--- config.mk ---
export PLATFORM = sky130hd
export DESIGN_NAME = rv64im_instruction_decoder_core
export DESIGN_NICKNAME = d
export VERILOG_FILES = /design/src/design/rv64d_pkg.sv /design/src/design/rv64im_instruction_decoder_core.sv /design/src/design/rv64d_match.sv /design/src/design/rv64d_ctrl.sv
export SDC_FILE = /design/constraint.sdc
export NUM_CORES = 1
export LEC_CHECK = 0
export BUFFER_PORTS_ARGS = -buffer_cell sky130_fd_sc_hd__buf_2
export CAP_MARGIN = 40
export CORE_ASPECT_RATIO = 1.5
export CORE_UTILIZATION = 59
export DETAILED_ROUTE_END_ITERATION = 10
export PLACE_DENSITY = 0.85
export SLEW_MARGIN = 20
export SYNTH_ARGS = -nofsm -noshare
export SYNTH_HDL_FRONTEND = slang
export SYNTH_HIERARCHICAL = 1
export SYNTH_SLANG_ARGS = --single-unit
--- constraint.sdc ---
create_clock -name clk -period 4.4 [get_ports clk]
set_clock_uncertainty 0.2 [all_clocks]
set_input_delay 0.44 -clock clk [delete_from_list [all_inputs] [get_ports clk]]
set_output_delay 0.44 -clock clk [all_outputs]
set_load 0.05 [all_outputs]
--- src/design/rv64d_pkg.sv ---
// Shared opcodes, function codes, operation numbers, formats and control types for the decoder.
package rv64d_pkg;

  // Major opcodes (instruction bits 6..0)
  localparam logic [6:0] OPC_OP      = 7'h33;
  localparam logic [6:0] OPC_OP32    = 7'h3B;
  localparam logic [6:0] OPC_LOAD    = 7'h03;
  localparam logic [6:0] OPC_OPIMM   = 7'h13;
  localparam logic [6:0] OPC_JALR    = 7'h67;
  localparam logic [6:0] OPC_FP      = 7'h53;
  localparam logic [6:0] OPC_OPIMM32 = 7'h1B;
  localparam logic [6:0] OPC_JAL     = 7'h6F;
  localparam logic [6:0] OPC_STORE   = 7'h23;
  localparam logic [6:0] OPC_BRANCH  = 7'h63;
  localparam logic [6:0] OPC_LUI     = 7'h37;
  localparam logic [6:0] OPC_AUIPC   = 7'h17;

  // funct7 / funct6 codes
  localparam logic [6:0] F7_BASE   = 7'h00;
  localparam logic [6:0] F7_ALT    = 7'h20;
  localparam logic [6:0] F7_MULDIV = 7'h01;
  localparam logic [5:0] F6_SRL    = 6'h00;
  localparam logic [5:0] F6_SRA    = 6'h10;

  // funct3 codes, integer ALU
  localparam logic [2:0] F3_ADD  = 3'd0;
  localparam logic [2:0] F3_SLL  = 3'd1;
  localparam logic [2:0] F3_SLT  = 3'd2;
  localparam logic [2:0] F3_SLTU = 3'd3;
  localparam logic [2:0] F3_XOR  = 3'd4;
  localparam logic [2:0] F3_SR   = 3'd5;
  localparam logic [2:0] F3_OR   = 3'd6;
  localparam logic [2:0] F3_AND  = 3'd7;

  // funct3 codes, multiply/divide word ops
  localparam logic [2:0] F3_MUL  = 3'd0;
  localparam logic [2:0] F3_DIV  = 3'd4;
  localparam logic [2:0] F3_DIVU = 3'd5;
  localparam logic [2:0] F3_REM  = 3'd6;
  localparam logic [2:0] F3_REMU = 3'd7;

  // funct3 codes, memory access width
  localparam logic [2:0] F3_B  = 3'd0;
  localparam logic [2:0] F3_H  = 3'd1;
  localparam logic [2:0] F3_W  = 3'd2;
  localparam logic [2:0] F3_D  = 3'd3;
  localparam logic [2:0] F3_BU = 3'd4;
  localparam logic [2:0] F3_HU = 3'd5;
  localparam logic [2:0] F3_WU = 3'd6;

  // funct3 codes, branches
  localparam logic [2:0] F3_BEQ  = 3'd0;
  localparam logic [2:0] F3_BNE  = 3'd1;
  localparam logic [2:0] F3_BLT  = 3'd4;
  localparam logic [2:0] F3_BGE  = 3'd5;
  localparam logic [2:0] F3_BLTU = 3'd6;
  localparam logic [2:0] F3_BGEU = 3'd7;

  // Dense operation numbers
  localparam logic [5:0] OP_NONE   = 6'd0;
  localparam logic [5:0] OP_ADD    = 6'd1;
  localparam logic [5:0] OP_SUB    = 6'd9;
  localparam logic [5:0] OP_SRA    = 6'd10;
  localparam logic [5:0] OP_MUL    = 6'd11;
  localparam logic [5:0] OP_SLLW   = 6'd19;
  localparam logic [5:0] OP_SRLW   = 6'd20;
  localparam logic [5:0] OP_SRAW   = 6'd21;
  localparam logic [5:0] OP_MULW   = 6'd22;
  localparam logic [5:0] OP_DIVW   = 6'd23;
  localparam logic [5:0] OP_DIVUW  = 6'd24;
  localparam logic [5:0] OP_REMW   = 6'd25;
  localparam logic [5:0] OP_REMUW  = 6'd26;
  localparam logic [5:0] OP_LB     = 6'd27;
  localparam logic [5:0] OP_LH     = 6'd28;
  localparam logic [5:0] OP_LW     = 6'd29;
  localparam logic [5:0] OP_LBU    = 6'd30;
  localparam logic [5:0] OP_LHU    = 6'd31;
  localparam logic [5:0] OP_LWU    = 6'd32;
  localparam logic [5:0] OP_LD     = 6'd33;
  localparam logic [5:0] OP_ADDI   = 6'd34;
  localparam logic [5:0] OP_SLLI   = 6'd35;
  localparam logic [5:0] OP_SLTI   = 6'd36;
  localparam logic [5:0] OP_SLTIU  = 6'd37;
  localparam logic [5:0] OP_XORI   = 6'd38;
  localparam logic [5:0] OP_SRLI   = 6'd39;
  localparam logic [5:0] OP_SRAI   = 6'd40;
  localparam logic [5:0] OP_ORI    = 6'd41;
  localparam logic [5:0] OP_ANDI   = 6'd42;
  localparam logic [5:0] OP_JALR   = 6'd43;
  localparam logic [5:0] OP_FADD_S = 6'd44;
  localparam logic [5:0] OP_SLLIW  = 6'd45;
  localparam logic [5:0] OP_SRLIW  = 6'd46;
  localparam logic [5:0] OP_SRAIW  = 6'd47;
  localparam logic [5:0] OP_JAL    = 6'd48;
  localparam logic [5:0] OP_SB     = 6'd49;
  localparam logic [5:0] OP_SH     = 6'd50;
  localparam logic [5:0] OP_SW     = 6'd51;
  localparam logic [5:0] OP_SD     = 6'd52;
  localparam logic [5:0] OP_BEQ    = 6'd53;
  localparam logic [5:0] OP_BNE    = 6'd54;
  localparam logic [5:0] OP_BLT    = 6'd55;
  localparam logic [5:0] OP_BGE    = 6'd56;
  localparam logic [5:0] OP_BLTU   = 6'd57;
  localparam logic [5:0] OP_BGEU   = 6'd58;
  localparam logic [5:0] OP_LUI    = 6'd59;
  localparam logic [5:0] OP_AUIPC  = 6'd60;

  // Instruction formats
  localparam logic [2:0] FMT_NONE = 3'd0;
  localparam logic [2:0] FMT_R    = 3'd1;
  localparam logic [2:0] FMT_I    = 3'd2;
  localparam logic [2:0] FMT_S    = 3'd3;
  localparam logic [2:0] FMT_B    = 3'd4;
  localparam logic [2:0] FMT_U    = 3'd5;
  localparam logic [2:0] FMT_J    = 3'd6;

  // Upper-immediate select codes
  localparam logic [1:0] UPPER_NONE  = 2'd0;
  localparam logic [1:0] UPPER_LUI   = 2'd1;
  localparam logic [1:0] UPPER_AUIPC = 2'd2;

  // Control bundle handed from the control generator to the result register
  typedef struct packed {
    logic       reg_write;
    logic       reg_read;
    logic       alu_use;
    logic       mem_write;
    logic       mem_read;
    logic       is_branch;
    logic [1:0] upper_select;
  } ctrl_t;

endpackage

--- src/design/rv64im_instruction_decoder_core.sv ---
// Top level of the RV64IM subset decoder: input register, decode logic, result register.
//
// Decodes one 32-bit RISC-V instruction word per transaction into an operation number
// (0 when unrecognized), its format, the raw rd/rs1/rs2 fields and the per-format
// control signals. The block is a two-register pipeline: an accepted word is captured
// in the input register, decoded by the opcode/funct matcher and control generator in
// the following cycle, and held in the result register until taken. One word is
// accepted every cycle while the downstream side keeps taking results; in_ready falls
// only when both registers are full and out_ready is low. There is no state beyond
// the pipeline and nothing to configure.
module rv64im_instruction_decoder_core (
  input  logic        clk,
  input  logic        rst,
  input  logic        in_valid,
  output logic        in_ready,
  input  logic [31:0] instruction,
  output logic        out_valid,
  input  logic        out_ready,
  output logic [5:0]  op_id,
  output logic [2:0]  format,
  output logic [4:0]  dest_reg,
  output logic [4:0]  src1_reg,
  output logic [4:0]  src2_reg,
  output logic        reg_write,
  output logic        reg_read,
  output logic        alu_use,
  output logic        mem_write,
  output logic        mem_read,
  output logic        is_branch,
  output logic [1:0]  upper_select
);

  logic              s1_valid;
  logic [31:0]       s1_instr;
  logic              s2_load;
  logic              s1_load;
  logic [5:0]        dec_op;
  logic [2:0]        dec_fmt;
  rv64d_pkg::ctrl_t  dec_ctrl;

  // Pipeline advance: result register frees when empty or taken
  assign s2_load  = !out_valid || out_ready;
  assign in_ready = !s1_valid || s2_load;
  assign s1_load  = in_valid && in_ready;

  // Input register
  always_ff @(posedge clk) begin
    if (rst) begin
      s1_valid <= 1'b0;
    end else if (in_ready) begin
      s1_valid <= in_valid;
    end
  end

  always_ff @(posedge clk) begin
    if (s1_load) begin
      s1_instr <= instruction;
    end
  end

  // Decode logic
  rv64d_match u_match (
    .instr (s1_instr),
    .op    (dec_op)
  );

  rv64d_ctrl u_ctrl (
    .op   (dec_op),
    .fmt  (dec_fmt),
    .ctrl (dec_ctrl)
  );

  // Result register
  always_ff @(posedge clk) begin
    if (rst) begin
      out_valid <= 1'b0;
    end else if (s2_load) begin
      out_valid <= s1_valid;
    end
  end

  always_ff @(posedge clk) begin
    if (s2_load && s1_valid) begin
      op_id        <= dec_op;
      format       <= dec_fmt;
      dest_reg     <= s1_instr[11:7];
      src1_reg     <= s1_instr[19:15];
      src2_reg     <= s1_instr[24:20];
      reg_write    <= dec_ctrl.reg_write;
      reg_read     <= dec_ctrl.reg_read;
      alu_use      <= dec_ctrl.alu_use;
      mem_write    <= dec_ctrl.mem_write;
      mem_read     <= dec_ctrl.mem_read;
      is_branch    <= dec_ctrl.is_branch;
      upper_select <= dec_ctrl.upper_select;
    end
  end

  // Checks
  a_accept_fills_s1: assert property (@(posedge clk) disable iff (rst)
    s1_load |=> s1_valid)
    else $error("accepted transaction not captured in input register");

  a_ready_when_empty: assert property (@(posedge clk) disable iff (rst)
    !out_valid |-> in_ready)
    else $error("input stalled while result register is empty");

  a_unknown_all_off: assert property (@(posedge clk) disable iff (rst)
    (out_valid && op_id == rv64d_pkg::OP_NONE) |->
      (format == rv64d_pkg::FMT_NONE && !reg_write && !reg_read && !alu_use &&
       !mem_write && !mem_read && !is_branch && upper_select == rv64d_pkg::UPPER_NONE))
    else $error("unrecognized word produced active controls");

  a_mem_by_format: assert property (@(posedge clk) disable iff (rst)
    out_valid |-> ((!mem_write || format == rv64d_pkg::FMT_S) &&
                   (!mem_read || format == rv64d_pkg::FMT_I) &&
                   (!is_branch || format == rv64d_pkg::FMT_B)))
    else $error("memory or branch control outside its format");

  a_upper_only_u: assert property (@(posedge clk) disable iff (rst)
    (out_valid && upper_select != rv64d_pkg::UPPER_NONE) |->
      (format == rv64d_pkg::FMT_U && !reg_write && !alu_use))
    else $error("upper select set on a non-U operation");

endmodule

--- src/design/rv64d_match.sv ---
// Opcode/funct3/funct7 matcher that maps an instruction word to its dense operation number.
module rv64d_match (
  input  logic [31:0] instr,
  output logic [5:0]  op
);

  logic [6:0] opc;
  logic [2:0] f3;
  logic [6:0] f7;
  logic [5:0] f6;

  assign opc = instr[6:0];
  assign f3  = instr[14:12];
  assign f7  = instr[31:25];
  assign f6  = instr[31:26];

  // Match per major opcode; anything not listed decodes to OP_NONE
  always_comb begin
    op = rv64d_pkg::OP_NONE;
    case (opc)
      rv64d_pkg::OPC_OP: begin
        if (f7 == rv64d_pkg::F7_BASE) begin
          op = rv64d_pkg::OP_ADD + {3'b000, f3};
        end else if (f7 == rv64d_pkg::F7_ALT) begin
          if (f3 == rv64d_pkg::F3_ADD) op = rv64d_pkg::OP_SUB;
          else if (f3 == rv64d_pkg::F3_SR) op = rv64d_pkg::OP_SRA;
        end else if (f7 == rv64d_pkg::F7_MULDIV) begin
          op = rv64d_pkg::OP_MUL + {3'b000, f3};
        end
      end
      rv64d_pkg::OPC_OP32: begin
        if (f7 == rv64d_pkg::F7_BASE) begin
          if (f3 == rv64d_pkg::F3_SLL) op = rv64d_pkg::OP_SLLW;
          else if (f3 == rv64d_pkg::F3_SR) op = rv64d_pkg::OP_SRLW;
        end else if (f7 == rv64d_pkg::F7_ALT) begin
          if (f3 == rv64d_pkg::F3_SR) op = rv64d_pkg::OP_SRAW;
        end else if (f7 == rv64d_pkg::F7_MULDIV) begin
          case (f3)
            rv64d_pkg::F3_MUL:  op = rv64d_pkg::OP_MULW;
            rv64d_pkg::F3_DIV:  op = rv64d_pkg::OP_DIVW;
            rv64d_pkg::F3_DIVU: op = rv64d_pkg::OP_DIVUW;
            rv64d_pkg::F3_REM:  op = rv64d_pkg::OP_REMW;
            rv64d_pkg::F3_REMU: op = rv64d_pkg::OP_REMUW;
            default:            op = rv64d_pkg::OP_NONE;
          endcase
        end
      end
      rv64d_pkg::OPC_LOAD: begin
        case (f3)
          rv64d_pkg::F3_B:  op = rv64d_pkg::OP_LB;
          rv64d_pkg::F3_H:  op = rv64d_pkg::OP_LH;
          rv64d_pkg::F3_W:  op = rv64d_pkg::OP_LW;
          rv64d_pkg::F3_D:  op = rv64d_pkg::OP_LD;
          rv64d_pkg::F3_BU: op = rv64d_pkg::OP_LBU;
          rv64d_pkg::F3_HU: op = rv64d_pkg::OP_LHU;
          rv64d_pkg::F3_WU: op = rv64d_pkg::OP_LWU;
          default:          op = rv64d_pkg::OP_NONE;
        endcase
      end
      rv64d_pkg::OPC_OPIMM: begin
        // 64-bit shift immediates check funct6 only; bit 25 is shamt[5]
        case (f3)
          rv64d_pkg::F3_ADD:  op = rv64d_pkg::OP_ADDI;
          rv64d_pkg::F3_SLL:  op = (f6 == rv64d_pkg::F6_SRL) ? rv64d_pkg::OP_SLLI
                                                            : rv64d_pkg::OP_NONE;
          rv64d_pkg::F3_SLT:  op = rv64d_pkg::OP_SLTI;
          rv64d_pkg::F3_SLTU: op = rv64d_pkg::OP_SLTIU;
          rv64d_pkg::F3_XOR:  op = rv64d_pkg::OP_XORI;
          rv64d_pkg::F3_SR: begin
            if (f6 == rv64d_pkg::F6_SRL) op = rv64d_pkg::OP_SRLI;
            else if (f6 == rv64d_pkg::F6_SRA) op = rv64d_pkg::OP_SRAI;
          end
          rv64d_pkg::F3_OR:   op = rv64d_pkg::OP_ORI;
          default:            op = rv64d_pkg::OP_ANDI;
        endcase
      end
      rv64d_pkg::OPC_JALR: begin
        if (f3 == rv64d_pkg::F3_ADD) op = rv64d_pkg::OP_JALR;
      end
      rv64d_pkg::OPC_FP: begin
        // funct3 is the rounding mode here, any value accepted
        if (f7 == rv64d_pkg::F7_BASE) op = rv64d_pkg::OP_FADD_S;
      end
      rv64d_pkg::OPC_OPIMM32: begin
        if (f7 == rv64d_pkg::F7_BASE) begin
          if (f3 == rv64d_pkg::F3_SLL) op = rv64d_pkg::OP_SLLIW;
          else if (f3 == rv64d_pkg::F3_SR) op = rv64d_pkg::OP_SRLIW;
        end else if (f7 == rv64d_pkg::F7_ALT) begin
          if (f3 == rv64d_pkg::F3_SR) op = rv64d_pkg::OP_SRAIW;
        end
      end
      rv64d_pkg::OPC_JAL: op = rv64d_pkg::OP_JAL;
      rv64d_pkg::OPC_STORE: begin
        case (f3)
          rv64d_pkg::F3_B: op = rv64d_pkg::OP_SB;
          rv64d_pkg::F3_H: op = rv64d_pkg::OP_SH;
          rv64d_pkg::F3_W: op = rv64d_pkg::OP_SW;
          rv64d_pkg::F3_D: op = rv64d_pkg::OP_SD;
          default:         op = rv64d_pkg::OP_NONE;
        endcase
      end
      rv64d_pkg::OPC_BRANCH: begin
        case (f3)
          rv64d_pkg::F3_BEQ:  op = rv64d_pkg::OP_BEQ;
          rv64d_pkg::F3_BNE:  op = rv64d_pkg::OP_BNE;
          rv64d_pkg::F3_BLT:  op = rv64d_pkg::OP_BLT;
          rv64d_pkg::F3_BGE:  op = rv64d_pkg::OP_BGE;
          rv64d_pkg::F3_BLTU: op = rv64d_pkg::OP_BLTU;
          rv64d_pkg::F3_BGEU: op = rv64d_pkg::OP_BGEU;
          default:            op = rv64d_pkg::OP_NONE;
        endcase
      end
      rv64d_pkg::OPC_LUI:   op = rv64d_pkg::OP_LUI;
      rv64d_pkg::OPC_AUIPC: op = rv64d_pkg::OP_AUIPC;
      default:              op = rv64d_pkg::OP_NONE;
    endcase
  end

endmodule

--- src/design/rv64d_ctrl.sv ---
// Format classifier and control-signal generator driven by the operation number.
module rv64d_ctrl (
  input  logic [5:0]       op,
  output logic [2:0]       fmt,
  output rv64d_pkg::ctrl_t ctrl
);

  // Operation numbers are grouped by format, so ranges pick the format
  always_comb begin
    if (op == rv64d_pkg::OP_NONE) begin
      fmt = rv64d_pkg::FMT_NONE;
    end else if (op <= rv64d_pkg::OP_REMUW || op == rv64d_pkg::OP_FADD_S) begin
      fmt = rv64d_pkg::FMT_R;
    end else if (op <= rv64d_pkg::OP_SRAIW) begin
      fmt = rv64d_pkg::FMT_I;
    end else if (op == rv64d_pkg::OP_JAL) begin
      fmt = rv64d_pkg::FMT_J;
    end else if (op <= rv64d_pkg::OP_SD) begin
      fmt = rv64d_pkg::FMT_S;
    end else if (op <= rv64d_pkg::OP_BGEU) begin
      fmt = rv64d_pkg::FMT_B;
    end else begin
      fmt = rv64d_pkg::FMT_U;
    end
  end

  // Per-format control outputs; unknown format leaves everything off
  always_comb begin
    ctrl = '0;
    case (fmt)
      rv64d_pkg::FMT_R: begin
        ctrl.reg_write = 1'b1;
        ctrl.reg_read  = 1'b1;
        ctrl.alu_use   = 1'b1;
      end
      rv64d_pkg::FMT_I: begin
        ctrl.reg_write = 1'b1;
        ctrl.reg_read  = 1'b1;
        ctrl.alu_use   = 1'b1;
        ctrl.mem_read  = (op >= rv64d_pkg::OP_LB) && (op <= rv64d_pkg::OP_LD);
      end
      rv64d_pkg::FMT_S: begin
        ctrl.reg_read  = 1'b1;
        ctrl.alu_use   = 1'b1;
        ctrl.mem_write = 1'b1;
      end
      rv64d_pkg::FMT_B: begin
        ctrl.reg_read  = 1'b1;
        ctrl.alu_use   = 1'b1;
        ctrl.is_branch = 1'b1;
      end
      rv64d_pkg::FMT_U: begin
        ctrl.reg_read     = 1'b1;
        ctrl.upper_select = (op == rv64d_pkg::OP_LUI) ? rv64d_pkg::UPPER_LUI
                                                      : rv64d_pkg::UPPER_AUIPC;
      end
      rv64d_pkg::FMT_J: begin
        ctrl.reg_write = 1'b1;
        ctrl.alu_use   = 1'b1;
      end
      default: ctrl = '0;
    endcase
  end

endmodule
## Yosys cells after proc, flatten, opt, wreduce, memory -nomap -nowiden

Index checks and enable logic that the tools add are counted.

| storage, ports and cells | value |
|---|---|
| register bits | 66 |
| input bits | 36 |
| output and inout port bits | 34 |
| logic and storage cells | 108 |

| operators by class | value |
|---|---|
| add/subtract/negate cells | 2 |
| $lt $le $gt $ge | 6 |
| eq/ne operators | 31 |
| multiplexer cells | 39 |
| reductions and logical operators | 15 |

Operator list:

| cell | count |
|---|---|
| 6-bit 2-to-1 mux | 18 |
| 6-bit case mux with 7 select lines | 2 |
| 6-bit case mux with 12 select lines | 1 |
| 6-bit case mux with 6 select lines | 1 |
| 7-bit by 6-bit equality test with 1-bit output, second input constant | 5 |
| 7-bit equality test, second input constant | 4 |
| 5-bit case mux with 5 select lines | 1 |
| 6-bit <= comparator, second input constant | 4 |
| 6-bit case mux with 4 select lines | 1 |
| 3-bit equality test, second input constant | 7 |
| 7-bit by 5-bit equality test with 1-bit output, second input constant | 3 |
| 6-bit equality test, second input constant | 3 |
| 3-bit 2-to-1 mux | 5 |
| 3-bit by 2-bit equality test with 1-bit output, second input constant | 4 |
| 6-bit logical NOT | 2 |
| 5-bit 2-to-1 mux | 2 |
| 5-bit OR reduction | 2 |
| 7-bit by 1-bit equality test with 1-bit output, second input constant | 1 |
| 7-bit by 2-bit equality test with 1-bit output, second input constant | 1 |
| 7-bit logical NOT | 1 |
| 3-bit by 1-bit equality test with 1-bit output, second input constant | 2 |
| 6-bit by 5-bit equality test with 1-bit output, second input constant | 1 |
| 6-bit by 5-bit greater-or-equal comparator with 1-bit output, second input constant | 1 |
| 6-bit by 5-bit <= comparator with 1-bit output, second input constant | 1 |
| other kinds (10) | 20 |

## Logic depth before layout (Yosys ltp)

| depth | value |
|---|---|
| depth in word-level cells | 16 |
| mapped depth | 13 |
| depth with buffers taken out | 12 |

## Modules after synthesis

The synthesis kept the hierarchy.

Modules (own cells, without submodules):

| module | times used | cells each | area each (um^2) | seq. area each (um^2) |
|---|---|---|---|---|
| rv64im_instruction_decoder_core | 1 | 74 | 2025.7 | 1961.9 |
| rv64d_match | 1 | 162 | 1096.1 | 0.0 |
| rv64d_ctrl | 1 | 44 | 257.7 | 0.0 |

## Worst setup path before layout

OpenSTA, ideal clock, no wires.

| timing | value |
|---|---|
| kind | flip-flop to flip-flop |
| start point | register s1_instr[12] |
| end point | register alu_use (data pin) |
| library setup time | 262 ps |
| data arrival time | 2250 ps |
| required time | 3938 ps |
| setup slack | 1688 ps |
| stages on the path, launching flop included | 10 |
| buffers on the path | 0 |
| clock period less this slack | 2712 ps |
| path through | edfxtp_1 ha_1 ha_1 nor3_1 nor4_1 a211oi_1 nand4_1 nor4_1 and2_1 a31oi_1 |

RTL lines:

| item | line | source |
|---|---|---|
| from (decl) | rv64im_instruction_decoder_core.sv:34 | `logic [31:0] s1_instr;` |
| from (signal assigned) | rv64im_instruction_decoder_core.sv:57 | `s1_instr <= instruction;` |
| to (signal assigned) | rv64im_instruction_decoder_core.sv:91 | `alu_use <= dec_ctrl.alu_use;` |
| to (decl) | rv64im_instruction_decoder_core.sv:26 | `output logic alu_use,` |

## Worst setup path after layout

| timing | value |
|---|---|
| start point | register s1_instr[14] |
| end point | register format[0] (data pin) |

| on the way | value |
|---|---|
| cells in the longest elaborated chain, start to end | 13 |

Ends and longest elaborated chain:

| item | line | source |
|---|---|---|
| 3-bit equality test, or another cell as far along | rv64d_match.sv:38, rv64d_match.sv:103 |  |
| 5-bit case mux with 5 select lines | rv64d_match.sv:38 | `case (f3)` |
| 6-bit 2-to-1 mux | rv64d_match.sv:37 | `end else if (f7 == rv64d_pkg::F7_MULDIV) begin` |
| 6-bit 2-to-1 mux | rv64d_match.sv:35 | `end else if (f7 == rv64d_pkg::F7_ALT) begin` |
| 6-bit 2-to-1 mux | rv64d_match.sv:32 | `if (f7 == rv64d_pkg::F7_BASE) begin` |
| 6-bit case mux with 12 select lines (*) | rv64d_match.sv:20 | `case (opc)` |
| named net dec_op[2] | rv64im_instruction_decoder_core.sv:37 | `logic [5:0] dec_op;` |
| 6-bit <= comparator | rv64d_ctrl.sv:20 | `end else if (op <= rv64d_pkg::OP_BGEU) begin` |
| 1-bit 2-to-1 mux | rv64d_ctrl.sv:20 |  |
| 3-bit 2-to-1 mux | rv64d_ctrl.sv:18 | `end else if (op <= rv64d_pkg::OP_SD) begin` |
| 3-bit 2-to-1 mux | rv64d_ctrl.sv:16 | `end else if (op == rv64d_pkg::OP_JAL) begin` |
| 3-bit 2-to-1 mux | rv64d_ctrl.sv:14 | `end else if (op <= rv64d_pkg::OP_SRAIW) begin` |
| 3-bit 2-to-1 mux | rv64d_ctrl.sv:12 | `end else if (op <= rv64d_pkg::OP_REMUW \|\| op == rv64d_pkg::OP_FADD_S) begin` |
| 3-bit 2-to-1 mux (*) | rv64d_ctrl.sv:10 | `if (op == rv64d_pkg::OP_NONE) begin` |
| named net dec_fmt[0] | rv64im_instruction_decoder_core.sv:38 | `logic [2:0] dec_fmt;` |
| to (signal assigned) | rv64im_instruction_decoder_core.sv:85 | `format <= dec_fmt;` |
| to (decl) | rv64im_instruction_decoder_core.sv:20 | `output logic [2:0] format,` |

The timed path passes the listed nets; every way through them passes the cells marked *.
A chain may end at the register's enable or synchronous reset.

==> metrics.txt <==
die width=63.8 µm; Synth Net Count=324; Critical Path RT=4.34 ns; post-synthesis compound-gate area fraction=approximately 13%; Layout area overhead=16.9%; DP Worst Slack=0.795 ns; Ports=70; Synth area leader=edfxtp_1; synth warn=6; drt wl/cell=18.5 µm; Placed Cells incl. Taps=406; Final Hold Fails=0; vias per inst=roughly 6.0; # setup viols final=0; Clock transition at path regs=around 0.08 ns; hpwl dp=a little under 6000 µm; TNS Setup=0 ns; crit path capture type=flop; Sw Pwr=roughly 0.38 mW; Crit Path Category=reg2reg; CTS Buf Count=9; Largest regs=s1_instr (32), op_id (6); worst hold path class=in2reg; Remaining DRCs=0; ANT nets after route=0; hold buffer count at CTS=0; Pins Over Slew Limit=0; clk_lat worst skew=0.33 ns; share of total power in combinational logic=12.4%; GRT Util Overall=26.7%; Synth top area share=between 50% and 60%; main combinational cell family by area after synthesis=simple AND/OR/NAND/NOR gates; sequential area share after synthesis=between 50 and 60%; ys async rst share=0%; Final WS setup=0.688 ns; Max-Cap Viols=0; internal power=1.10 mW; Placer Congestion=1.02; Synth cell types=70; CTS sink count=66; layout net count=391; leakage=roughly 1.5 nW; switching share of power=between 20% and 30%; Final Power=1.48 mW; final core occ=a little under three quarters; critical path fanouts, max=21; Largest Register=s1_instr; max_slew headroom=between 40% and 50%; mux share of post-synthesis cell area=0.629%; antenna cell count=0; Tcrit/Tclk final=84.4%; fin crit period=~3.7 ns; Reg power frac=50.9%; Die ar.=6040 µm²; Buf+Inv Stages, Crit Path=1; Avg Synthesized Cell Area=approximately 12 µm²; CP max-delay cell=edfxtp_1; XOR/XNOR Fraction of Synth Area=0.259%; slowest cell delay on critical path=0.78 ns; top cells by instance count after synthesis=64 x edfxtp_1, 25 x nor2_1, 18 x nand2_1, 15 x a21oi_1, 12 x inv_1; Synth Area in Simple Gates=21.8%; CTS tree=done; initial antenna violation count=0; CP delay by family, top=simple AND/OR/NAND/NOR gates; status=finished clean; first-pass GRT wire length=11,600 µm; drt total wl=7790 µm; GR Overflow Total=0; core area=5490 µm²; Clock power frac=between 30% and 40%; most common cell in the synthesized netlist=edfxtp_1; EDFF count, synth=64; Root Buffer=clkbuf_8; #FFs+latches synth=66; Mapped Area=3380 µm²; Max Root-Sink Buffers=2; Post-Syn Instances=280; number of global-route vias before repair=2,431; Most used DFF post-synth=edfxtp_1; Worst Tran Pin Value=0.765 ns; Worst Setup Start Kind=flop; crit-path cells=inv_1 -> ha_1 -> nor2b_1 -> nand3_1 -> o31ai_1 -> nor4_1 -> nand4_1 -> a21o_2 -> nand2_1 -> mux2i_1 -> a221oi_2; adder-cell share of the synthesized area=2.96%; DR iter-0 viols=240; Synth area leaders=edfxtp_1 57%, ha_1 3.0%, nor2_1 2.8%, a21oi_1 2.2%, nand2_1 2.0%; die height=between 90 and 100 µm; RSZ-0062 raised after global routing=false; Setup Buffers After CTS=0; cts repair resizes=0; CP arrival=3.65 ns; H-Tree Depth=3; Largest register FFs=32; total iterations of the first detailed-routing run=5; PwrDens=375 nW/µm²; Initial Util=61.5%; Peak Freq=0.269 GHz; VDD IR max=302 µV; pin count of the biggest net entering global routing=33; # rows=33; non-filler cells, final=between 400 and 500; share of cells above drive strength 1=31.8%; detailed-route via count=2,552; IO buf count=69
[per-stage QoR]
step                hold WS, ns  instance area (µm²)
floorplan                 0.200                 3380
global placement          0.201                 3730
detailed placement        0.206                 3730
CTS                      0.0635                 3950
global route             0.0586                 3950
finish                   0.0772                 3950
[logic make-up (layout without fill, tap and decap cells)]
family,after synthesis,after routing
and+or+nand+nor,115,115
DFF,66,66
adders and majority gates,8,8
xor gates and xnor gates,1,1
muxes,2,2
buffers and inverters,26,98
AOI/OAI and AO/OA,62,62
[placed cells by master (no fill, tap or decap), drive strengths merged, types with 2 or more instances in the layout]
cell and instances:
a211oi 5, a21o 2, a21oi 16, a22oi 4, a311oi 2, a31oi 2
a41oi 2, and2 6, and3 2, and4b 2, buf 69, bufinv 2
clkbuf 10, clkinvlp 2, dfxtp 2, edfxtp 64, ha 8, inv 14
nand2 19, nand2b 8, nand3 9, nand3b 3, nand4 7, nor2 28
nor2b 7, nor3 8, nor4 12, o211ai 3, o21a 2, o21ai 10
o22a 2, o22ai 3, or3 2
[power by group through the flow]
stage	Clock (mW)	Sequential [mW]	Combinational (mW)
detailed placement	0	0.768	0.182
finish	0.543	0.755	0.184
global route	0.573	0.759	0.194
floorplan	0	0.811	0.0856
global placement	0	0.766	0.179
CTS	0.553	0.755	0.183
[layer usage]
| metal | wire length [µm] | global-route usage, % | vias up |
|---|---|---|---|
| met5 | 0 | 0 | - |
| met4 | 387 | 17.6 | 0 |
| met3 | 384 | 5.43 | 33 |
| met2 | 4350 | 51.4 | 135 |
| met1 | 2670 | 24.6 | 1178 |
| li1 | - | - | 1206 |
[path summary, 6_finish.rpt]
check,startpoint,endpoint,slack [ns],cells after the start
worst max register to register,s1_instr[14],format[0],0.69,11
worst min-delay path,instruction[9],s1_instr[9],0.08,1
worst min register to register,s1_instr[11],dest_reg[4],0.22,0
worst max-delay path,s1_instr[14],format[0],0.69,11
[worst reg2reg max path: cells and delay by family (launching register included)]
kind / cells / cell delay [ns]
DFF: 1 / 0.78
and+or+nand+nor: 5 / 1.12
buffers and inverters: 1 / 0.24
adders and majority gates: 1 / 0.32
muxes: 1 / 0.11
AOI/OAI and AO/OA: 3 / 0.75
[layout make-up]
class                   instances  area, µm²
inverters                      13       48.8
clock inverters                 6       88.8
repair buffers                 69        345
clock buffers                  10        128
flip-flops and latches         66       1960
fillers                       381       1540
multi-input cells             188       1290
well taps                      70       87.6
No activity file was read; power rests on OpenSTA's default activity.
